`config.mk`:
```
export PLATFORM = sky130hd
export DESIGN_NAME = crfe_ctrl
export DESIGN_NICKNAME = d
export VERILOG_FILES = /design/src/hdl/catmull_rom_frame_eval_macros.svh /design/src/hdl/crfe_pkg.sv /design/src/hdl/crfe_ctrl.sv
export SDC_FILE = /design/constraint.sdc
export NUM_CORES = 1
export LEC_CHECK = 0
export BUFFER_PORTS_ARGS = -buffer_cell sky130_fd_sc_hd__buf_2
export CAP_MARGIN = 40
export CORE_ASPECT_RATIO = 0.6
export CORE_MARGIN = 2
export CORE_UTILIZATION = 25
export DETAILED_ROUTE_END_ITERATION = 10
export PLACE_DENSITY = 0.49
export SYNTH_ARGS = -nofsm -noshare
export SYNTH_HDL_FRONTEND = slang
export SYNTH_SLANG_ARGS = --single-unit
```
`constraint.sdc`:
```
create_clock -name clock -period 3.2 [get_ports clock]
set_input_delay 0.32 -clock clock [delete_from_list [all_inputs] [get_ports clock]]
set_output_delay 0.32 -clock clock [all_outputs]
set_load 0.02 [all_outputs]
```
`src/hdl/catmull_rom_frame_eval_macros.svh`:
```
// Assertion macros for the frame evaluator RTL.
`ifndef CATMULL_ROM_FRAME_EVAL_MACROS_SVH
`define CATMULL_ROM_FRAME_EVAL_MACROS_SVH

// Same-cycle implication, checked on the rising clock edge outside reset.
`define CRFE_ASSERT_IMP(lbl, ante, cons, msg) \
   lbl: assert property (@(posedge clock) disable iff (reset) (ante) |-> (cons)) \
      else $error(msg);

// Next-cycle implication.
`define CRFE_ASSERT_NXT(lbl, ante, cons, msg) \
   lbl: assert property (@(posedge clock) disable iff (reset) (ante) |=> (cons)) \
      else $error(msg);

`endif

```
`src/hdl/crfe_pkg.sv`:
```
// Package: types, constants and helpers of the Catmull-Rom frame evaluator.
`timescale 1ns / 1ps
package crfe_pkg;

   localparam int COORD_WIDTH    = 32;
   localparam int UNIT_FRAC_BITS = 14;
   localparam int UNIT_WIDTH     = UNIT_FRAC_BITS + 2;
   // Horner accumulators need seven guard bits over a coordinate
   localparam int HORNER_WIDTH   = COORD_WIDTH + 7;
   // exact cross product of two unit vectors
   localparam int CROSS_WIDTH    = 2 * UNIT_FRAC_BITS + 3;
   localparam int NORM_WIDTH0    = (HORNER_WIDTH > CROSS_WIDTH) ? HORNER_WIDTH : CROSS_WIDTH;
   localparam int NORM_WIDTH     = (NORM_WIDTH0 > 32) ? NORM_WIDTH0 : 32;

   localparam logic MODE_PUSH = 1'b0;
   localparam logic MODE_EVAL = 1'b1;

   // Horner phases for one axis
   localparam logic [2:0] HPH_LOAD = 3'd0;
   localparam logic [2:0] HPH_POS1 = 3'd1;
   localparam logic [2:0] HPH_POS2 = 3'd2;
   localparam logic [2:0] HPH_POS3 = 3'd3;
   localparam logic [2:0] HPH_DER1 = 3'd4;
   localparam logic [2:0] HPH_DER2 = 3'd5;
   // last phase of a cross product (two per component)
   localparam logic [2:0] XPH_LAST = 3'd5;

   typedef struct packed {
      logic                          mode;
      logic signed [COORD_WIDTH-1:0] coord_x;
      logic signed [COORD_WIDTH-1:0] coord_y;
      logic signed [COORD_WIDTH-1:0] coord_z;
      logic [15:0]                   param_u;
   } crfe_req_type;

   typedef struct packed {
      logic signed [COORD_WIDTH-1:0] pos_x;
      logic signed [COORD_WIDTH-1:0] pos_y;
      logic signed [COORD_WIDTH-1:0] pos_z;
      logic signed [UNIT_WIDTH-1:0]  tan_x;
      logic signed [UNIT_WIDTH-1:0]  tan_y;
      logic signed [UNIT_WIDTH-1:0]  tan_z;
      logic signed [UNIT_WIDTH-1:0]  nrm_x;
      logic signed [UNIT_WIDTH-1:0]  nrm_y;
      logic signed [UNIT_WIDTH-1:0]  nrm_z;
      logic signed [UNIT_WIDTH-1:0]  bin_x;
      logic signed [UNIT_WIDTH-1:0]  bin_y;
      logic signed [UNIT_WIDTH-1:0]  bin_z;
   } crfe_rsp_type;

   typedef enum logic [3:0] {
      ST_IDLE, ST_HORNER, ST_TAN_GO, ST_TAN_WAIT, ST_SEED_GO, ST_SEED_WAIT,
      ST_XN, ST_NRM_GO, ST_NRM_WAIT, ST_XB, ST_BIN_GO, ST_BIN_WAIT, ST_FINISH
   } crfe_state_type;

   typedef enum logic [2:0] {
      N_IDLE, N_MAX, N_SHIFT, N_SQUARE, N_ROOT, N_DIV_LOAD, N_DIVIDE, N_DONE
   } crfe_norm_state_type;

   // which vector goes through the normalizer, and where the result lands
   typedef enum logic [1:0] {
      SEL_TAN, SEL_SEED, SEL_NRM, SEL_BIN
   } crfe_sel_type;

   typedef struct packed {
      logic         push;
      logic         eval_start;
      logic         horner_en;
      logic         cross_en;
      logic         cross_use_nrm;
      logic         norm_start;
      crfe_sel_type norm_sel;
      logic [1:0]   axis;
      logic [2:0]   phase;
      logic         load_rsp;
   } crfe_cmd_type;

   typedef struct packed {
      logic norm_done;
      logic u_zero;
      logic rsp_free;
   } crfe_status_type;

   // component indexes of the two products in one cross component
   function automatic logic [1:0] cross_lead(input logic [1:0] k);
      case (k)
         2'd0:    return 2'd1;
         2'd1:    return 2'd2;
         default: return 2'd0;
      endcase
   endfunction

   function automatic logic [1:0] cross_trail(input logic [1:0] k);
      case (k)
         2'd0:    return 2'd2;
         2'd1:    return 2'd0;
         default: return 2'd1;
      endcase
   endfunction

endpackage

```
`src/hdl/crfe_ctrl.sv`:
```
// Controller: sequences Horner passes, normalizations and cross products.
`timescale 1ns / 1ps
module crfe_ctrl
   import crfe_pkg::*;
(
   input  logic            clock,
   input  logic            reset,
   input  logic            req_valid,
   input  logic            req_mode,
   input  crfe_status_type status,
   output logic            req_ready,
   output crfe_cmd_type    cmd
);

   crfe_state_type state_ff, state_in;
   logic [2:0]     phase_ff, phase_in;
   logic [1:0]     axis_ff, axis_in;

   // next state and counters
   always_comb begin
      state_in = state_ff;
      phase_in = phase_ff;
      axis_in  = axis_ff;
      case (state_ff)
         ST_IDLE: begin
            phase_in = '0;
            axis_in  = '0;
            if (req_valid && req_mode == MODE_EVAL) state_in = ST_HORNER;
         end
         ST_HORNER: begin
            if (phase_ff == HPH_DER2) begin
               phase_in = '0;
               axis_in  = axis_ff + 2'd1;
               if (axis_ff == 2'd2) state_in = ST_TAN_GO;
            end else begin
               phase_in = phase_ff + 3'd1;
            end
         end
         ST_TAN_GO:   state_in = ST_TAN_WAIT;
         ST_TAN_WAIT: begin
            if (status.norm_done) state_in = status.u_zero ? ST_SEED_GO : ST_XN;
         end
         ST_SEED_GO:   state_in = ST_SEED_WAIT;
         ST_SEED_WAIT: if (status.norm_done) state_in = ST_XN;
         ST_XN: begin
            phase_in = phase_ff + 3'd1;
            if (phase_ff == XPH_LAST) begin
               phase_in = '0;
               state_in = ST_NRM_GO;
            end
         end
         ST_NRM_GO:   state_in = ST_NRM_WAIT;
         ST_NRM_WAIT: if (status.norm_done) state_in = ST_XB;
         ST_XB: begin
            phase_in = phase_ff + 3'd1;
            if (phase_ff == XPH_LAST) begin
               phase_in = '0;
               state_in = ST_BIN_GO;
            end
         end
         ST_BIN_GO:   state_in = ST_BIN_WAIT;
         ST_BIN_WAIT: if (status.norm_done) state_in = ST_FINISH;
         ST_FINISH:   if (status.rsp_free) state_in = ST_IDLE;
         default:     state_in = ST_IDLE;
      endcase
   end

   // command outputs
   always_comb begin
      req_ready          = (state_ff == ST_IDLE);
      cmd                = '0;
      cmd.axis           = axis_ff;
      cmd.phase          = phase_ff;
      cmd.norm_sel       = SEL_TAN;
      cmd.push           = req_ready && req_valid && req_mode == MODE_PUSH;
      cmd.eval_start     = req_ready && req_valid && req_mode == MODE_EVAL;
      case (state_ff)
         ST_HORNER:  cmd.horner_en = 1'b1;
         ST_TAN_GO:  cmd.norm_start = 1'b1;
         ST_SEED_GO: begin
            cmd.norm_start = 1'b1;
            cmd.norm_sel   = SEL_SEED;
         end
         ST_XN:      cmd.cross_en = 1'b1;
         ST_NRM_GO: begin
            cmd.norm_start = 1'b1;
            cmd.norm_sel   = SEL_NRM;
         end
         ST_XB: begin
            cmd.cross_en      = 1'b1;
            cmd.cross_use_nrm = 1'b1;
         end
         ST_BIN_GO: begin
            cmd.norm_start = 1'b1;
            cmd.norm_sel   = SEL_BIN;
         end
         ST_FINISH:  cmd.load_rsp = status.rsp_free;
         default: begin
         end
      endcase
   end

   always_ff @(posedge clock) begin
      if (reset) begin
         state_ff <= ST_IDLE;
         phase_ff <= '0;
         axis_ff  <= '0;
      end else begin
         state_ff <= state_in;
         phase_ff <= phase_in;
         axis_ff  <= axis_in;
      end
   end

endmodule

```
==> results of run 1 <==
worst reg2reg max path, cell delays in order (launching register included):
cell and delay [ns]:
dfxtp_1 0.69, nor3b_1 0.17, o21a_1 0.27, or4_4 0.54, mux2i_1 0.14
placed cells by master, fill, tap and decap left out, types with 2 or more instances in the layout:
cell type	count
nor2_1	9
inv_1	3
clkbuf_8	3
dfxtp_1	9
buf_2	21
a22oi_1	2
nand3_1	6
or4bb_1	2
and2_1	2
mux2i_1	3
a21oi_1	6
nor3_1	2
nand2_1	4
nor2b_1	3
nand3b_1	2
or4b_1	2
o21ai_0	4
or4_1	2
nand2b_1	5
power by group:
| part | internal, uW | switching [uW] | total, uW |
|---|---|---|---|
| registers | 127 | 51.4 | 179 |
| logic | 112 | 152 | 264 |
| clock network | 87.1 | 47.8 | 135 |
| total | 327 | 251 | 578 |
cell usage after synthesis, types with 2 or more instances:
cell / count / area (um2)
dfxtp_1: 9 / 180.2
nor2_1: 9 / 33.78
a21oi_1: 6 / 30.03
nand3_1: 6 / 30.03
nand2b_1: 5 / 31.28
clkbuf_1: 4 / 15.01
nand2_1: 4 / 15.01
o21ai_0: 4 / 20.02
inv_1: 3 / 11.26
mux2i_1: 3 / 30.03
nor2b_1: 3 / 18.77
a22oi_1: 2 / 15.01
and2_1: 2 / 12.51
buf_6: 2 / 22.52
nand3b_1: 2 / 15.01
nor3_1: 2 / 10.01
or4_1: 2 / 15.01
or4b_1: 2 / 20.02
or4bb_1: 2 / 22.52
state kept, by name, summed over array words and instances, names as in the netlist:
signal	flops
axis_ff	2
phase_ff	3
state_ff	4
path summary, 6_finish.rpt:
kind / from / to / slack, ns / cells past startpoint
max: state_ff[2] / cmd[12] / 0.99 / 4
max reg2reg: state_ff[2] / state_ff[0] / 1.27 / 4
min: reset / axis_ff[1] / 0.40 / 2
min reg2reg: phase_ff[2] / phase_ff[2] / 0.51 / 2
layer usage:
layer	track usage	routed length (um)
met5	0	0
met4	0.04444	11
met3	0.06195	118
met2	0.1423	683
met1	0.1680	925
metrics by stage:
step | instance area [um2] | instances | setup slack (ns) | utilization | power (uW)
after floorplan | 716.9 | 92 | 1.293 | - | 371.9
after global placement | 819.5 | 138 | 1.304 | 0.3140 | 444.4
after detailed placement | 819.5 | 138 | 1.257 | 0.3140 | 442.4
after CTS | 864.6 | 142 | 0.9958 | 0.3313 | 586.1
after global routing | 864.6 | 142 | 0.8326 | 0.3313 | 625.2
final | 864.6 | 142 | 0.9934 | 0.3313 | 577.6
logic make-up (layout without fill, tap and decap cells):
kind of cell / count (synthesis) / after routing / share of synthesized area
simple gates: 48 / 48 / 0.4119
compound gates: 20 / 20 / 0.1867
fa+ha+maj: 1 / 1 / 0.01745
buf+inv: 10 / 28 / 0.07503
mux: 4 / 4 / 0.05759
flops: 9 / 9 / 0.2513
layout make-up:
class                           count  area (um2)  area share
Clock buffer                        4       45.04     0.05210
Inverter                            3       11.26     0.01302
Sequential cell                     9       180.2      0.2084
Tap cell                           32       40.04     0.04631
Timing Repair Buffer               21       105.1      0.1216
Multi-Input combinational cell     73       483.0      0.5586
==> results.toml, run 1 <==
[timing]
worst_slew_pin_slew_ns = 0.5974
setup_tns_ns = 0
final_min_period_over_clock_period = 0.6896
skew_ns = 0.003326
hold_slack_ns = 0.4004
rsz0062_at_grt = "false"
relSlewSlack = 0.6012
hold_violations = 0
setup_viol = 0
fmax_ghz = 0.4532
fin_crit_ns = 2.207
slew_violations = 0

[power]
p_per_area_mw_per_mm2 = 668.0
peakVddDrop_v = 0.0002552
power_leakage_uw = 0.0003502

[floorplan]
fp.dieW_um = 73.14
row_count = 14
core-area_mm2 = 0.002610
start_util = 0.2747
die-height_um = 45.48
design.die.area_mm2 = 0.003326
io_pins = 22

[cells_and_area]
fin_nets = 119
num_antenna_cells = 0
fillers = 283
drive_gt1_frac = 0.2545
syn2layout_area_growth_pct = 20.59

[grt]
grt_pass1_vias = 584
grt_overflow = 0
antenna_found_initial = 0
gr-usage-all-layers = 0.1174
grt_max_degree = 23
grt_pass1_wl_um = 2835

[clock_network]
ctsHoldBuffers = 0
cts_root_buffer = "clkbuf_8"
clkLatencyLatePin_ns = 0.24
post_cts_buffers = 0
path_clk_slew_ns = 0.05
cts_resized = 0
numCtsBuffers = 3
htreeDepth = 1
clockBufferDepth = 2
numClockSinks = 9
cts_tree = "yes"

[logic_synthesis]
ys_seq_area_frac = 0.2513
synth_cell_types = 39
synth_edf_count = 0
ys_warn_count = 0
synthCells = 92
synth_ff_type = "dfxtp_1"
syn_avg_cell_area_um2 = 7.793
synth.ff_latch_count = 9
synth_nets = 100
async_reset_ff_frac = 0
synth_area_um2 = 716.9

[route]
drtAntennaViolNets = 0
vias_per_cell = 5.042
wl_per_cell_um = 12.24
dr.pass1.iters = 4
wl_um = 1738
via_count = 716
drtIter0Drc = 34
drc_errors = 0

[place]
io_buffers = 21
post-dp-hpwl_um = 1286
gp_congestion = 0.7604

[worst_setup_path]
crit_family = "simple AND/OR/NAND/NOR gates"
worstPathMaxFanout = 22
path_buf_inv = 2
arrival_ns = 1.89
endpoint_kind = "output port"
crit_type = "register to output port"
start_kind = "register"
slowest_stage = "or4_1"
cp.required_ns = 2.88
crit_chain = "or4_1, inv_1, and3_1, buf_2"
cp_slowest_stage_delay_ns = 0.69

[run]
cap_violations = 0

[hold_path]
hp-class = "primary input to register"

[outcome]
outcome = "finished clean"
(Power assumes the default switching activity.)
==> run 2: changes to the inputs <==
==> constraint.sdc (replaced) <==
create_clock -name clock -period 2.2 [get_ports clock]
set_input_delay 0.22 -clock clock [delete_from_list [all_inputs] [get_ports clock]]
set_output_delay 0.22 -clock clock [all_outputs]
set_load 0.02 [all_outputs]
==> run 2 against run 1 <==
  * First-iteration DRC count grew to 2.6 times the previous value
  * Highest routed layer unchanged
  * Wire length is 9.5% higher
  * Critical path type unchanged
  * Critical path depth stayed put
  * Utilization is 0.43 points higher
  * Non-clock buffer count is 1 higher
  * Clock skew is 0.00079 ns higher
  * Via count is 5.7% higher
==> results.toml, run 2 (same netlist as run 1, synthesis figures left out) <==
[floorplan]
fp.dieW_um = 73.14
core-area_mm2 = 0.002610
row_count = 14
die-height_um = 45.48
start_util = 0.2747
io_pins = 22
design.die.area_mm2 = 0.003326

[worst_setup_path]
endpoint_kind = "output port"
cp.required_ns = 1.98
arrival_ns = 1.83
cp_slowest_stage_delay_ns = 0.66
r2r_start = "state_ff[2]"
crit_type = "register to output port"
start_kind = "register"
worstPathMaxFanout = 19
timing.rr.end = "state_ff[2]"
path_buf_inv = 2
regToRegSetupSlack_ns = 0.20
reg2reg_depth = 4
slowest_stage = "or4_4"
crit_family = "simple AND/OR/NAND/NOR gates"
crit_chain = "or4_4, inv_1, and3_1, buf_2"

[route]
wl_um = 1903
dr.pass1.iters = 6
wl_per_cell_um = 13.31
vias_per_cell = 5.294
via_count = 757
drtIter0Drc = 88
drtAntennaViolNets = 0
drc_errors = 0

[clock_network]
post_cts_buffers = 0
cts_root_buffer = "clkbuf_8"
clockBufferDepth = 2
numCtsBuffers = 3
numClockSinks = 9
path_clk_slew_ns = 0.05
cts_tree = "yes"
ctsHoldBuffers = 0
clkLatencyLatePin_ns = 0.23
cts_resized = 0
htreeDepth = 1

[timing]
fin_crit_ns = 2.046
setup_tns_ns = 0
slew_violations = 0
setup_viol = 0
relSlewSlack = 0.5844
rsz0062_at_grt = "false"
skew_ns = 0.004117
hold_violations = 0
worst_slew_pin_slew_ns = 0.6225
final_min_period_over_clock_period = 0.9302
fmax_ghz = 0.4887

[grt]
grt_overflow = 0
grt_max_degree = 23
antenna_found_initial = 0
grt_pass1_vias = 611
gr-usage-all-layers = 0.1199
grt_pass1_wl_um = 2925

[hold_path]
hp-class = "primary input to register"
min-delay-start = "reset"
hold_depth = 2
worst_hold_path.endpoint = "axis_ff[0]"

[place]
place_area_um2 = 827.0
post-dp-hpwl_um = 1362
io_buffers = 21
gp_congestion = 0.8040

[cells_and_area]
final_common_cell = "buf_2"
largest_reg_flops = 4
fin_area_um2 = 875.8
top_register = "state_ff"
syn2layout_area_growth_pct = 22.16
num_antenna_cells = 0
largestRegisters = "state_ff x4, phase_ff x3, axis_ff x2"
drive_gt1_frac = 0.2703
layout_common_cells = "21 x buf_2, 9 x nor2_1, 9 x dfxtp_1"
fin_nets = 120

[power]
power_leakage_uw = 0.0003550
p_per_area_mw_per_mm2 = 989.5
peakVddDrop_v = 0.0002576

[run]
cap_violations = 0

[outcome]
outcome = "finished clean"
==> run 2: cell count changes in the layout (fill, tap and decap cells not counted) <==
cell	previous run	this run
buf_4	0	1
or4_1	2	1
or4_4	1	2
==> run 2: how the worst max path moves through the flow <==
stage,from,cells past startpoint,endpoint,slack [ns]
floorplan,state_ff[2],5,cmd[13],0.39
global placement,state_ff[2],4,state_ff[2],0.25
detailed placement,state_ff[2],4,state_ff[2],0.28
CTS,state_ff[2],4,cmd[12],0.05
global route,state_ff[2],5,cmd[13],0.04
finish,state_ff[3],4,cmd[12],0.15
==> run 2: per-layer routing <==
layer / vias up / global-route usage / part of all wire
met5: - / 0 / 0
met4: 0 / 0.03704 / 0.0042
met3: 3 / 0.06195 / 0.080
met2: 24 / 0.1514 / 0.41
met1: 354 / 0.1711 / 0.51
li1: 376 / - / -
==> run 2: power breakdown <==
group	switching [uW]	internal (uW)	leakage (uW)
registers	72.2	185	0.0000729
logic	235	179	0.000259
clock network	68.0	127	0.0000228
total	375	491	0.000355
==> run 2: worst register-to-register path, stage by stage (launching register included) <==
cell,delay (ns)
dfxtp_1,0.71
nor3b_1,0.18
o21a_1,0.29
or4_4,0.54
o32ai_1,0.18
==> run 2: metrics by stage <==
step | utilization | cells | hold slack, ns | power, uW | worst slack (ns)
after floorplan | - | 92 | 0.4035 | 541.0 | 0.3925
after CTS | 0.3341 | 143 | 0.3087 | 857.5 | 0.05343
after detailed placement | 0.3169 | 139 | 0.4995 | 652.1 | 0.2838
after global placement | 0.3169 | 139 | 0.4870 | 651.8 | 0.2535
after global routing | 0.3356 | 143 | 0.3209 | 929.1 | 0.04189
final | 0.3356 | 143 | 0.3133 | 866.6 | 0.1536
==> run 2: cell type report <==
type	instances	area, um2
Tap cell	32	40.04
Fill cell	280	1734
Sequential cell	9	180.2
Clock buffer	4	45.04
Inverter	3	11.26
Multi-Input combinational cell	73	486.7
Timing Repair Buffer	22	112.6
==> run 3: changes to the inputs <==
--- a/config.mk
+++ b/config.mk
@@ -7,11 +7,10 @@
 export LEC_CHECK = 0
 export BUFFER_PORTS_ARGS = -buffer_cell sky130_fd_sc_hd__buf_2
 export CAP_MARGIN = 40
-export CORE_ASPECT_RATIO = 0.6
-export CORE_MARGIN = 2
-export CORE_UTILIZATION = 25
+export CORE_UTILIZATION = 49
 export DETAILED_ROUTE_END_ITERATION = 10
-export PLACE_DENSITY = 0.49
+export PLACE_DENSITY = 0.81
 export SYNTH_ARGS = -nofsm -noshare
 export SYNTH_HDL_FRONTEND = slang
 export SYNTH_SLANG_ARGS = --single-unit
+export TNS_END_PERCENT = 10
==> run 3 against run 2 <==
  * Sequential share of layout area up 0.99 points
  * Clock power down 34%
  * Combinational power down 5.5%
  * Cell count down 12%
  * Setup slack worse by 0.0094 ns
  * Via count down 1.7%
  * Critical path type unchanged
  * Critical endpoint unchanged
==> results.toml, run 3 (same netlist as run 1, synthesis figures left out) <==
[floorplan]
core-area_mm2 = 0.001334
io_pins = 22
row_count = 13
design.die.area_mm2 = 0.001620
die-height_um = 40.25
start_util = 0.5375
fp.dieW_um = 40.25

[cells_and_area]
fin_area_um2 = 835.8
fillers = 135
final_core_util = 0.6266
seqCellArea_um2 = 180.2
fin_cells = 126
drive_gt1_frac = 0.2703
final_common_cell = "buf_2"
fin_nets = 120
multi_input_area_um2 = 486.7
largestRegisters = "state_ff x4, phase_ff x3, axis_ff x2"
num_antenna_cells = 0
top_register = "state_ff"
largest_reg_flops = 4
syn2layout_area_growth_pct = 16.58
layout_common_cells = "21 x buf_2, 9 x nor2_1, 9 x dfxtp_1"

[power]
p_per_area_mw_per_mm2 = 929.7
comb_power_share = 0.504
power_leakage_uw = 0.0003473
power_frac_seq = 0.330
p_sw_frac = 0.4483
p_switching_uw = 348.3
power.internal_uw = 428.7
clkPwrFrac = 0.166
peakVddDrop_v = 0.0005402

[worst_setup_path]
endpoint_kind = "output port"
cp.required_ns = 1.98
worstPathMaxFanout = 19
start_kind = "register"
arrival_ns = 1.84
crit_type = "register to output port"

[clock_network]
ctsHoldBuffers = 0
path_clk_slew_ns = 0.06
cts_tree = "yes"
clkLatencyLatePin_ns = 0.26
post_cts_buffers = 0
cts_root_buffer = "clkbuf_4"
numClockSinks = 9
cts_resized = 0
htreeDepth = 1
clockBufferDepth = 2
numCtsBuffers = 3

[place]
gp_congestion = 0.8342
post-dp-hpwl_um = 1195
placedCellCount = 122
io_buffers = 21
place_area_um2 = 805.8
pre_cts_ws_ns = 0.3397

[route]
wl_per_cell_um = 13.05
drtAntennaViolNets = 0
via_count = 744
drc_errors = 0
wl_um = 1644
vias_per_cell = 5.905
drtIter0Drc = 10
dr.pass1.iters = 4

[timing]
slew_violations = 0
fmax_ghz = 0.4864
setup_slack_ns = 0.1442
hold_violations = 0
setup_viol = 0
relSlewSlack = 0.6236
rsz0062_at_grt = "false"
fin_crit_ns = 2.056
worst_slew_pin_slew_ns = 0.5639
setup_tns_ns = 0
final_min_period_over_clock_period = 0.9345
skew_ns = 0.003377

[outcome]
outcome = "finished clean"

[grt]
grt_overflow = 0
antenna_found_initial = 0
grt_max_degree = 20
grt_pass1_wl_um = 2415
grt_pass1_vias = 607
gr-usage-all-layers = 0.2296

[hold_path]
hp-class = "primary input to register"

[run]
cap_violations = 0
run 3: cell counts in the layout (fill, tap and decap cells not counted):
Identical to the previous run, type by type.
run 3: per-stage QoR:
stage          power (uW)  hold WS [ns]
6_report            777.0        0.2649
5_1_grt             841.7        0.2945
4_1_cts             768.1        0.2601
3_5_place_dp        634.3        0.4928
3_3_place_gp        623.6        0.4865
2_1_floorplan       541.0        0.4035
run 3: path summary, 6_finish.rpt:
check	cells after the start	from	to	slack (ns)
setup reg to reg	4	state_ff[1]	phase_ff[2]	0.28
hold reg to reg	2	phase_ff[1]	phase_ff[1]	0.50
setup / recovery	4	state_ff[3]	cmd[12]	0.14
hold / removal	2	reset	axis_ff[0]	0.26
run 3: cell type report:
type,instances,share of cell area
flip-flops and latches,9,0.2156
repair buffers,22,0.1347
clock buffers,4,0.03144
well taps,15,0.02246
inverters,3,0.01347
multi-input cells,73,0.5823
run 3: per-layer routing:
layer  global-route usage  wire, um
met5                    0         0
met4              0.06667         0
met3               0.1000        99
met2               0.3911       798
met1               0.2575       745
run 3: worst max-delay path: stages, from the launching register on:
cell	delay (ns)
dfxtp_1	0.49
or4_4	0.65
inv_1	0.13
and3_1	0.15
buf_2	0.15
run 3: power groups by stage:
stage          Combinational (uW)  Sequential [uW]  Clock, uW
3_3_place_gp                  372              251          0
2_1_floorplan                 320              221          0
5_1_grt                       432              264        146
6_report                      392              256        129
4_1_cts                       381              252        135
3_5_place_dp                  379              255          0
